<file path="src/rtl/ipv4p_pkg.sv">
// Shared types and character constants for the IPv4 address and port string parser.
`timescale 1ns / 1ps

package ipv4p_pkg;

  // Number base of the part being parsed.
  typedef enum logic [1:0] {
    RX_DEC,
    RX_OCT,
    RX_HEX
  } radix_t;

  // One result word.
  typedef struct packed {
    logic        status;
    logic        address_valid;
    logic [31:0] address;
    logic        port_valid;
    logic [15:0] port_value;
  } result_t;

  localparam logic STATUS_OK      = 1'b0;
  localparam logic STATUS_INVALID = 1'b1;

  localparam logic [7:0] CH_NUL   = 8'h00;
  localparam logic [7:0] CH_ZERO  = 8'h30;
  localparam logic [7:0] CH_NINE  = 8'h39;
  localparam logic [7:0] CH_DOT   = 8'h2E;
  localparam logic [7:0] CH_COLON = 8'h3A;
  localparam logic [7:0] CH_LX    = 8'h78;
  localparam logic [7:0] CH_UX    = 8'h58;
  localparam logic [7:0] CH_LA    = 8'h61;
  localparam logic [7:0] CH_LF    = 8'h66;
  localparam logic [7:0] CH_UA    = 8'h41;
  localparam logic [7:0] CH_UF    = 8'h46;

endpackage

</file>
<file path="src/rtl/ipv4_address_port_string_parser.sv">
// Top level of the IPv4 address and port string parser (one character per word).
`timescale 1ns / 1ps
// Throughput: one character word per cycle while in_stall is low; each is consumed when taken.
// The result word for a terminating zero byte is registered (skid slot if the output stalls).
// The rate is set by the single parse step (a radix multiply-add and its limit checks) that sits
// between the parse state registers and the result register; a skid register absorbs one stall.
// Reset (rst, synchronous, active high) clears the parse state, strict and both result valid flags.

module ipv4_address_port_string_parser (
  input  logic        clk,
  input  logic        rst,
  // Character input channel.
  input  logic        in_valid,
  output logic        in_stall,
  input  logic [7:0]  character,
  // Result output channel.
  output logic        out_valid,
  input  logic        out_stall,
  output logic        status,
  output logic        address_valid,
  output logic [31:0] address,
  output logic        port_valid,
  output logic [15:0] port_value,
  // Configuration write channel for the strict_mode register.
  input  logic        cfg_valid,
  output logic        cfg_ready,
  input  logic        strict_mode
);

  // Parse phase. After an error the block skips to the zero byte; the two skip
  // phases remember whether the address had already been committed.
  typedef enum logic [1:0] {
    PH_ADDR,
    PH_PORT,
    PH_SKIP_ADDR,
    PH_SKIP_PORT
  } phase_t;

  // Outcome of offering one character to the number being parsed.
  typedef enum logic [1:0] {
    NC_TAKEN,
    NC_END,
    NC_ERR
  } nc_t;

  // Configuration register.
  logic strict;

  // Parse state.
  phase_t             phase;
  logic [1:0]         part_count;
  logic [7:0]         earlier_parts [3];
  logic [31:0]        current_value;
  logic [1:0]         digit_count;
  ipv4p_pkg::radix_t  number_radix;
  logic               leading_zero;
  logic [31:0]        committed_address;

  phase_t             phase_next;
  logic [1:0]         part_count_next;
  logic [7:0]         earlier_parts_next [3];
  logic [31:0]        current_value_next;
  logic [1:0]         digit_count_next;
  ipv4p_pkg::radix_t  number_radix_next;
  logic               leading_zero_next;
  logic [31:0]        committed_address_next;

  // Output register and skid register.
  ipv4p_pkg::result_t out_word;
  ipv4p_pkg::result_t skid_word;
  logic               skid_valid;

  // Combinational step values.
  logic               in_take;
  logic               out_taken;
  logic               emit;
  ipv4p_pkg::result_t result;

  logic               is_x;
  logic               is_09;
  logic               is_hex_letter;
  logic               allow_prefix;
  logic [4:0]         radix_value;
  logic [3:0]         digit;
  logic [35:0]        product;
  logic [35:0]        sum;

  nc_t                nc_kind;
  logic [31:0]        nc_value;
  logic [1:0]         nc_digit_count;
  ipv4p_pkg::radix_t  nc_radix;
  logic               nc_leading_zero;

  logic               end_fail;
  logic               dot_fail;
  logic               limit_over;
  logic               last_fail;
  logic               port_ok;
  logic [31:0]        assembled;

  assign in_take   = in_valid && !in_stall;
  assign in_stall  = skid_valid;
  assign out_taken = out_valid && !out_stall;
  assign cfg_ready = 1'b1;

  assign status        = out_word.status;
  assign address_valid = out_word.address_valid;
  assign address       = out_word.address;
  assign port_valid    = out_word.port_valid;
  assign port_value    = out_word.port_value;

  // Offer the character to the number being built.
  always_comb begin
    is_x  = (character == ipv4p_pkg::CH_LX) || (character == ipv4p_pkg::CH_UX);
    is_09 = (character >= ipv4p_pkg::CH_ZERO) && (character <= ipv4p_pkg::CH_NINE);
    is_hex_letter = ((character >= ipv4p_pkg::CH_LA) && (character <= ipv4p_pkg::CH_LF)) ||
                    ((character >= ipv4p_pkg::CH_UA) && (character <= ipv4p_pkg::CH_UF));
    allow_prefix = (phase == PH_PORT) || !strict;

    // Both cases of a hex letter share a low nibble; adding 9 to it gives the letter's value.
    digit = is_09 ? character[3:0] : character[3:0] + 4'd9;

    unique case (number_radix)
      ipv4p_pkg::RX_OCT: begin
        radix_value = 5'd8;
        product     = {1'b0, current_value, 3'b000};
      end
      ipv4p_pkg::RX_HEX: begin
        radix_value = 5'd16;
        product     = {current_value, 4'b0000};
      end
      default: begin
        radix_value = 5'd10;
        product     = {1'b0, current_value, 3'b000} + {3'b000, current_value, 1'b0};
      end
    endcase
    sum = product + {32'd0, digit};

    nc_value        = current_value;
    nc_digit_count  = digit_count;
    nc_radix        = number_radix;
    nc_leading_zero = leading_zero;

    if ((number_radix == ipv4p_pkg::RX_OCT) && (digit_count == 2'd1) && is_x) begin
      // A lone leading zero followed by x switches to hex.
      nc_kind        = NC_TAKEN;
      nc_radix       = ipv4p_pkg::RX_HEX;
      nc_digit_count = 2'd0;
      nc_value       = 32'd0;
    end else if (allow_prefix && (number_radix == ipv4p_pkg::RX_DEC) &&
                 (digit_count == 2'd0) && (character == ipv4p_pkg::CH_ZERO)) begin
      nc_kind         = NC_TAKEN;
      nc_radix        = ipv4p_pkg::RX_OCT;
      nc_digit_count  = 2'd1;
      nc_value        = 32'd0;
      nc_leading_zero = 1'b1;
    end else if (!(is_09 || ((number_radix == ipv4p_pkg::RX_HEX) && is_hex_letter))) begin
      nc_kind = NC_END;
    end else if ({1'b0, digit} >= radix_value) begin
      // An 8 or 9 right after a lone octal zero is an error.
      nc_kind = ((number_radix == ipv4p_pkg::RX_OCT) && (digit_count == 2'd1)) ? NC_ERR : NC_END;
    end else begin
      if ((number_radix == ipv4p_pkg::RX_DEC) && (digit_count == 2'd0) &&
          (character == ipv4p_pkg::CH_ZERO)) begin
        nc_leading_zero = 1'b1;
      end
      nc_value       = sum[31:0];
      nc_digit_count = (digit_count == 2'd3) ? 2'd3 : digit_count + 2'd1;
      nc_kind        = (|sum[35:32]) ? NC_ERR : NC_TAKEN;
    end
  end

  // Checks made when a number ends, and the address it would commit.
  always_comb begin
    end_fail = (strict && (digit_count == 2'd1) && leading_zero && is_x) ||
               (digit_count == 2'd0) ||
               (strict && leading_zero && (digit_count > 2'd1));
    dot_fail = (part_count == 2'd3) || (|current_value[31:8]);

    // The last part has to fit the bytes the earlier parts leave free.
    unique case (part_count)
      2'd0:    limit_over = 1'b0;
      2'd1:    limit_over = |current_value[31:24];
      2'd2:    limit_over = |current_value[31:16];
      default: limit_over = |current_value[31:8];
    endcase
    last_fail = limit_over || (strict && (part_count != 2'd3));

    assembled = current_value;
    if (part_count > 2'd0) assembled = assembled | {earlier_parts[0], 24'd0};
    if (part_count > 2'd1) assembled = assembled | {8'd0, earlier_parts[1], 16'd0};
    if (part_count > 2'd2) assembled = assembled | {16'd0, earlier_parts[2], 8'd0};

    port_ok = (digit_count != 2'd0) &&
              !((number_radix == ipv4p_pkg::RX_OCT) && (digit_count == 2'd1)) &&
              !(|current_value[31:16]);
  end

  // Next parse state and the result word for a terminating zero byte.
  always_comb begin
    phase_next             = phase;
    part_count_next        = part_count;
    earlier_parts_next     = earlier_parts;
    current_value_next     = current_value;
    digit_count_next       = digit_count;
    number_radix_next      = number_radix;
    leading_zero_next      = leading_zero;
    committed_address_next = committed_address;
    emit                   = 1'b0;
    result                 = '0;
    result.status          = ipv4p_pkg::STATUS_INVALID;

    if (in_take && (character != ipv4p_pkg::CH_NUL)) begin
      unique case (phase)
        PH_ADDR: begin
          if (nc_kind == NC_TAKEN) begin
            current_value_next = nc_value;
            digit_count_next   = nc_digit_count;
            number_radix_next  = nc_radix;
            leading_zero_next  = nc_leading_zero;
          end else if ((nc_kind == NC_ERR) || end_fail) begin
            phase_next = PH_SKIP_ADDR;
          end else if (character == ipv4p_pkg::CH_DOT) begin
            if (dot_fail) begin
              phase_next = PH_SKIP_ADDR;
            end else begin
              for (int i = 0; i < 3; i++) begin
                if (part_count == 2'(i)) earlier_parts_next[i] = current_value[7:0];
              end
              part_count_next    = part_count + 2'd1;
              current_value_next = 32'd0;
              digit_count_next   = 2'd0;
              number_radix_next  = ipv4p_pkg::RX_DEC;
              leading_zero_next  = 1'b0;
            end
          end else if (last_fail) begin
            phase_next = PH_SKIP_ADDR;
          end else begin
            // The address is complete; anything but a colon after it fails the port.
            committed_address_next = assembled;
            if (character == ipv4p_pkg::CH_COLON) begin
              phase_next         = PH_PORT;
              current_value_next = 32'd0;
              digit_count_next   = 2'd0;
              number_radix_next  = ipv4p_pkg::RX_DEC;
              leading_zero_next  = 1'b0;
            end else begin
              phase_next = PH_SKIP_PORT;
            end
          end
        end
        PH_PORT: begin
          if (nc_kind == NC_TAKEN) begin
            current_value_next = nc_value;
            digit_count_next   = nc_digit_count;
            number_radix_next  = nc_radix;
            leading_zero_next  = nc_leading_zero;
          end else begin
            phase_next = PH_SKIP_PORT;
          end
        end
        default: begin
        end
      endcase
    end else if (in_take) begin
      emit = 1'b1;
      unique case (phase)
        PH_ADDR: begin
          if (!end_fail && !last_fail) begin
            result.status        = ipv4p_pkg::STATUS_OK;
            result.address_valid = 1'b1;
            result.address       = assembled;
            result.port_valid    = 1'b1;
          end
        end
        PH_PORT: begin
          result.address_valid = 1'b1;
          result.address       = committed_address;
          if (port_ok) begin
            result.status     = ipv4p_pkg::STATUS_OK;
            result.port_valid = 1'b1;
            result.port_value = {current_value[7:0], current_value[15:8]};
          end
        end
        PH_SKIP_PORT: begin
          result.address_valid = 1'b1;
          result.address       = committed_address;
        end
        default: begin
        end
      endcase

      // The zero byte returns the parse state to its reset value.
      phase_next             = PH_ADDR;
      part_count_next        = 2'd0;
      earlier_parts_next     = '{default: 8'd0};
      current_value_next     = 32'd0;
      digit_count_next       = 2'd0;
      number_radix_next      = ipv4p_pkg::RX_DEC;
      leading_zero_next      = 1'b0;
      committed_address_next = 32'd0;
    end
  end

  // Parse state and configuration register.
  always_ff @(posedge clk) begin
    if (rst) begin
      strict            <= 1'b0;
      phase             <= PH_ADDR;
      part_count        <= 2'd0;
      earlier_parts     <= '{default: 8'd0};
      current_value     <= 32'd0;
      digit_count       <= 2'd0;
      number_radix      <= ipv4p_pkg::RX_DEC;
      leading_zero      <= 1'b0;
      committed_address <= 32'd0;
    end else begin
      if (cfg_valid && cfg_ready) strict <= strict_mode;
      phase             <= phase_next;
      part_count        <= part_count_next;
      earlier_parts     <= earlier_parts_next;
      current_value     <= current_value_next;
      digit_count       <= digit_count_next;
      number_radix      <= number_radix_next;
      leading_zero      <= leading_zero_next;
      committed_address <= committed_address_next;
    end
  end

  // Result register with one skid slot. The input stalls only while the skid slot
  // is full, so a result is never dropped when the output is stalled.
  always_ff @(posedge clk) begin
    if (rst) begin
      out_valid  <= 1'b0;
      skid_valid <= 1'b0;
    end else if (!out_valid || out_taken) begin
      if (skid_valid) begin
        out_valid  <= 1'b1;
        skid_valid <= emit;
      end else begin
        out_valid <= emit;
      end
    end else if (emit) begin
      skid_valid <= 1'b1;
    end
  end

  always_ff @(posedge clk) begin
    if (!out_valid || out_taken) begin
      if (skid_valid) begin
        out_word  <= skid_word;
        skid_word <= result;
      end else begin
        out_word <= result;
      end
    end else if (emit) begin
      skid_word <= result;
    end
  end

endmodule
</file>
<file path="config.mk">
export PLATFORM = sky130hd
export DESIGN_NAME = ipv4_address_port_string_parser
export DESIGN_NICKNAME = d
export VERILOG_FILES = /design/src/rtl/ipv4p_pkg.sv /design/src/rtl/ipv4_address_port_string_parser.sv
export SDC_FILE = /design/constraint.sdc
export NUM_CORES = 1
export LEC_CHECK = 0
export ABC_AREA = 0
export ABC_CLOCK_PERIOD_IN_PS = 8700
export BUFFER_PORTS_ARGS = -buffer_cell sky130_fd_sc_hd__buf_4
export CAP_MARGIN = 40
export CORE_AREA = 5 5 145 147
export CTS_CLUSTER_DIAMETER = 200
export DETAILED_ROUTE_END_ITERATION = 10
export DIE_AREA = 0 0 150 152
export PLACE_DENSITY = 0.85
export SLEW_MARGIN = 25
export SYNTH_ARGS = -nofsm -noshare
export SYNTH_HDL_FRONTEND = slang
export SYNTH_SLANG_ARGS = --single-unit
</file>
<file path="constraint.sdc">
create_clock -name clk -period 8.7 [get_ports clk]
set_clock_uncertainty 0.15 [all_clocks]
set_input_delay 1.74 -clock clk [delete_from_list [all_inputs] [get_ports clk]]
set_output_delay 1.74 -clock clk [all_outputs]
set_load 0.02 [all_outputs]
</file>
==> results.py <==
metrics = {
    "synth": {
        "synth_seq_cells": 202,
        "synth_edf_count": 102,
        "seq_area_frac_synth_pct": 42.76,
        "syn_area_um2": 11850,
        "syn_avg_cell_area_um2": 9.254,
        "synthAdderAreaFrac_pct": 5.408,
        "synth_xor_area_share_pct": 3.032,
        "ys_types": 84,
        "synth_compound_area_share_pct": 27.28,
        "yosysWarnings": 0,
        "ys.flop_type": "edfxtp_1",
        "synth_top_family_by_area": "compound AO/OA/AOI/OAI gates",
        "muxShareOfSynthArea_pct": 0.6972,
        "yosys.area_share.simple_pct": 16.71,
        "syn_nets": 1344,
        "synth_cells": 1280,
        "synthArstFlopShare_pct": 0,
    },
    "power": {
        "ir_drop_mv": 0.1470,
        "leakagePower_nw": 5.451,
        "power_density_nw_per_um2": 142.7,
        "power_mw": 1.867,
    },
    "run": {
        "drv_cap": 0,
    },
    "floorplan": {
        "std_cell_rows": 52,
        "dieHeight_um": 152,
        "num_io_pins": 68,
        "die_area_um2": 22800,
        "core_um2": 19780,
        "dieWidth_um": 150,
        "start_util_pct": 59.89,
    },
    "cts": {
        "clk_pin_slew_worst_paths_ns": 0.07,
        "cts_tree": "done",
        "cts_resized": 0,
        "htree_num_levels": 1,
        "clockRootBuffer": "clkbuf_16",
        "cts_inserted_buffers": 19,
        "insertion_delay_ns": 0.48,
        "post-cts-setup-buffers": 0,
        "cts_buffer_depth": 3,
        "clkSinkCount": 202,
        "cts_hold_buf": 0,
    },
    "outcome": {
        "status": "finished, final reports clean",
    },
    "finish": {
        "fin_cells": 1576,
        "fillers": 1612,
        "area_delta_synth_final_pct": 10.44,
        "num_antenna_cells": 0,
        "num-nets-final": 1358,
        "drive_above_1_share_pct": 10.49,
    },
    "critical_path": {
        "critPathKind": "in2reg",
        "crit_fanout": 32,
        "arrival_ns": 6.35,
        "critPathLaunchType": "primary input",
        "endpoint_kind": "flip-flop",
        "crit_required_ns": 8.93,
    },
    "drt": {
        "first_pass_iters": 6,
        "ant_nets": 0,
        "drt_iter0_markers": 1069,
        "wl_um": 31640,
        "drc": 0,
        "wl_per_cell_um": 20.08,
        "num_vias": 10330,
        "routed_via_density": 6.555,
    },
    "timing": {
        "min_period_ns": 6.111,
        "setup_viol": 0,
        "hold_viol_final": 0,
        "rsz0062_at_grt": "no",
        "fin_tns_setup_ns": 0,
        "drv_slew": 0,
        "slew_headroom_pct": 37.67,
        "tightest_slew_ns": 0.9265,
        "max_freq_mhz": 163.6,
        "fin_crit_sh_pct": 70.24,
    },
    "placement": {
        "globalplace.congestion": 0.9999,
        "dpl.hpwl_um": 22010,
        "port_buffers": 66,
        "dp.cells": 1543,
    },
    "global_routing": {
        "grt_overflow": 0,
        "grt_max_degree": 71,
        "antenna_found_initial": 1,
        "grt_pass1_wl_um": 50960,
        "grt_usage_pct": 26.83,
        "grt_pass1_vias": 9916,
    },
    "hold_path": {
        "hp-class": "reg2reg",
    },
}
report_power, final:
group          switching (mW)  internal (mW)
Combinational          0.0248         0.0125
Clock                   0.343          0.495
Sequential            0.00108          0.990
sequential cells by signal, indices dropped and copies added (netlist names), 2 cells and up:
signal / cells
phase: 2
part_count: 2
current_value: 32
port_value: 16
address: 32
earlier_parts: 24
committed_address: 32
skid_word: 51
number_radix: 2
digit_count: 2
cell usage after synthesis (all sizes together) (5+ instances only):
| cell type | number | area share, % |
|---|---|---|
| nor2b | 17 | 0.90 |
| a221oi | 9 | 0.72 |
| a22oi | 85 | 5.4 |
| clkbuf | 59 | 1.9 |
| a22o | 7 | 0.52 |
| a221o | 13 | 1.1 |
| ha | 48 | 5.1 |
| a211oi | 6 | 0.46 |
| mux2i | 6 | 0.51 |
| nand3 | 30 | 1.3 |
| xnor2 | 25 | 1.8 |
| o21a | 7 | 0.44 |
| nand2 | 104 | 3.3 |
| or2 | 5 | 0.26 |
| edfxtp | 102 | 26 |
| nor3 | 16 | 0.68 |
| dfxtp | 100 | 17 |
| and3 | 29 | 1.5 |
| o2bb2ai | 32 | 2.4 |
| o21ai | 65 | 2.7 |
| nor2 | 137 | 4.4 |
| buf | 27 | 1.1 |
| xor2 | 16 | 1.2 |
| or3 | 8 | 0.46 |
| a21oi | 80 | 3.4 |
| nor3b | 6 | 0.42 |
| a21o | 82 | 5.2 |
| nor4 | 12 | 0.69 |
| a31oi | 13 | 0.81 |
| inv | 32 | 1.0 |
| o211ai | 15 | 0.99 |
| nand4 | 16 | 0.97 |
final timing paths:
check | cells past startpoint | from | to | slack, ns
setup / recovery | 20 | character[0] | current_value[18]$_SDFFE_PP0P_ | 2.59
hold / removal | 2 | committed_address[28]$_SDFFE_PP0P_ | committed_address[28]$_SDFFE_PP0P_ | 0.31
setup reg to reg | 15 | current_value[2]$_SDFFE_PP0P_ | current_value[18]$_SDFFE_PP0P_ | 3.34
hold reg to reg | 2 | committed_address[28]$_SDFFE_PP0P_ | committed_address[28]$_SDFFE_PP0P_ | 0.31
area by class of cell:
| class | instances | area (µm²) | share of cell area (%) |
|---|---|---|---|
| Multi-Input combinational cell | 959 | 6320 | 48.31 |
| Inverter | 33 | 123.9 | 0.9469 |
| Tap cell | 270 | 337.8 | 2.582 |
| Clock inverter | 9 | 93.84 | 0.7174 |
| Timing Repair Buffer | 79 | 604.3 | 4.620 |
| Sequential cell | 202 | 5066 | 38.73 |
| Clock buffer | 24 | 535.5 | 4.094 |
stage by stage:
stage	worst slack, ns	utilization (%)	area (µm²)	hold slack, ns
after floorplan	1.334	-	11850	0.2866
after global placement	2.338	62.81	12420	0.2915
after detailed placement	2.179	62.96	12450	0.2980
after CTS	2.637	66.14	13080	0.3076
after global routing	2.210	66.14	13080	0.3327
final	2.589	66.14	13080	0.3079
layout by cell type, fill, tap and decap left out, drive strengths merged, types with 16 or more instances in the layout:
master	Yosys	routed
xnor2	25	25
and3	29	29
clkbuf	59	24
nor3	16	16
nor2b	17	17
buf	27	79
nand3	30	30
a21o	82	82
inv	32	35
ha	48	48
dfxtp	100	100
a22oi	85	85
nand4	16	16
o2bb2ai	32	32
a21oi	80	80
edfxtp	102	102
o21ai	65	65
xor2	16	16
nand2	104	104
nor2	137	137
cell families after synthesis:
group	count (synthesis)
other	1
and+or+nand+nor	402
adders and majority gates	50
muxes	8
DFF	202
AOI/OAI and AO/OA	457
xor gates and xnor gates	41
buffers and inverters	119
metal layers:
| metal | up-vias | routed length, µm | GRT usage [%] |
|---|---|---|---|
| met5 | - | 20 | 0 |
| met4 | 2 | 988 | 8.932 |
| met3 | 84 | 2422 | 3.068 |
| met2 | 504 | 15400 | 45.00 |
| met1 | 4899 | 12810 | 36.19 |
| li1 | 4841 | - | - |
critical path: stages:
cell and delay (ns):
buf_4 0.11, inv_1 0.06, ha_1 0.23, nor3b_1 0.20
o21ai_0 0.09, o21ai_0 0.44, fa_1 0.31, a21oi_1 0.07
a211oi_1 0.27, and2_1 0.20, inv_1 0.06, nor3b_1 0.41
and4_1 0.37, nand2_1 0.13, o211ai_1 0.21, mux2i_1 0.11
o22ai_2 0.28, a31oi_4 0.22, nor2_4 0.61, o2bb2ai_1 0.20
No activity file was read; power rests on OpenSTA's default activity.
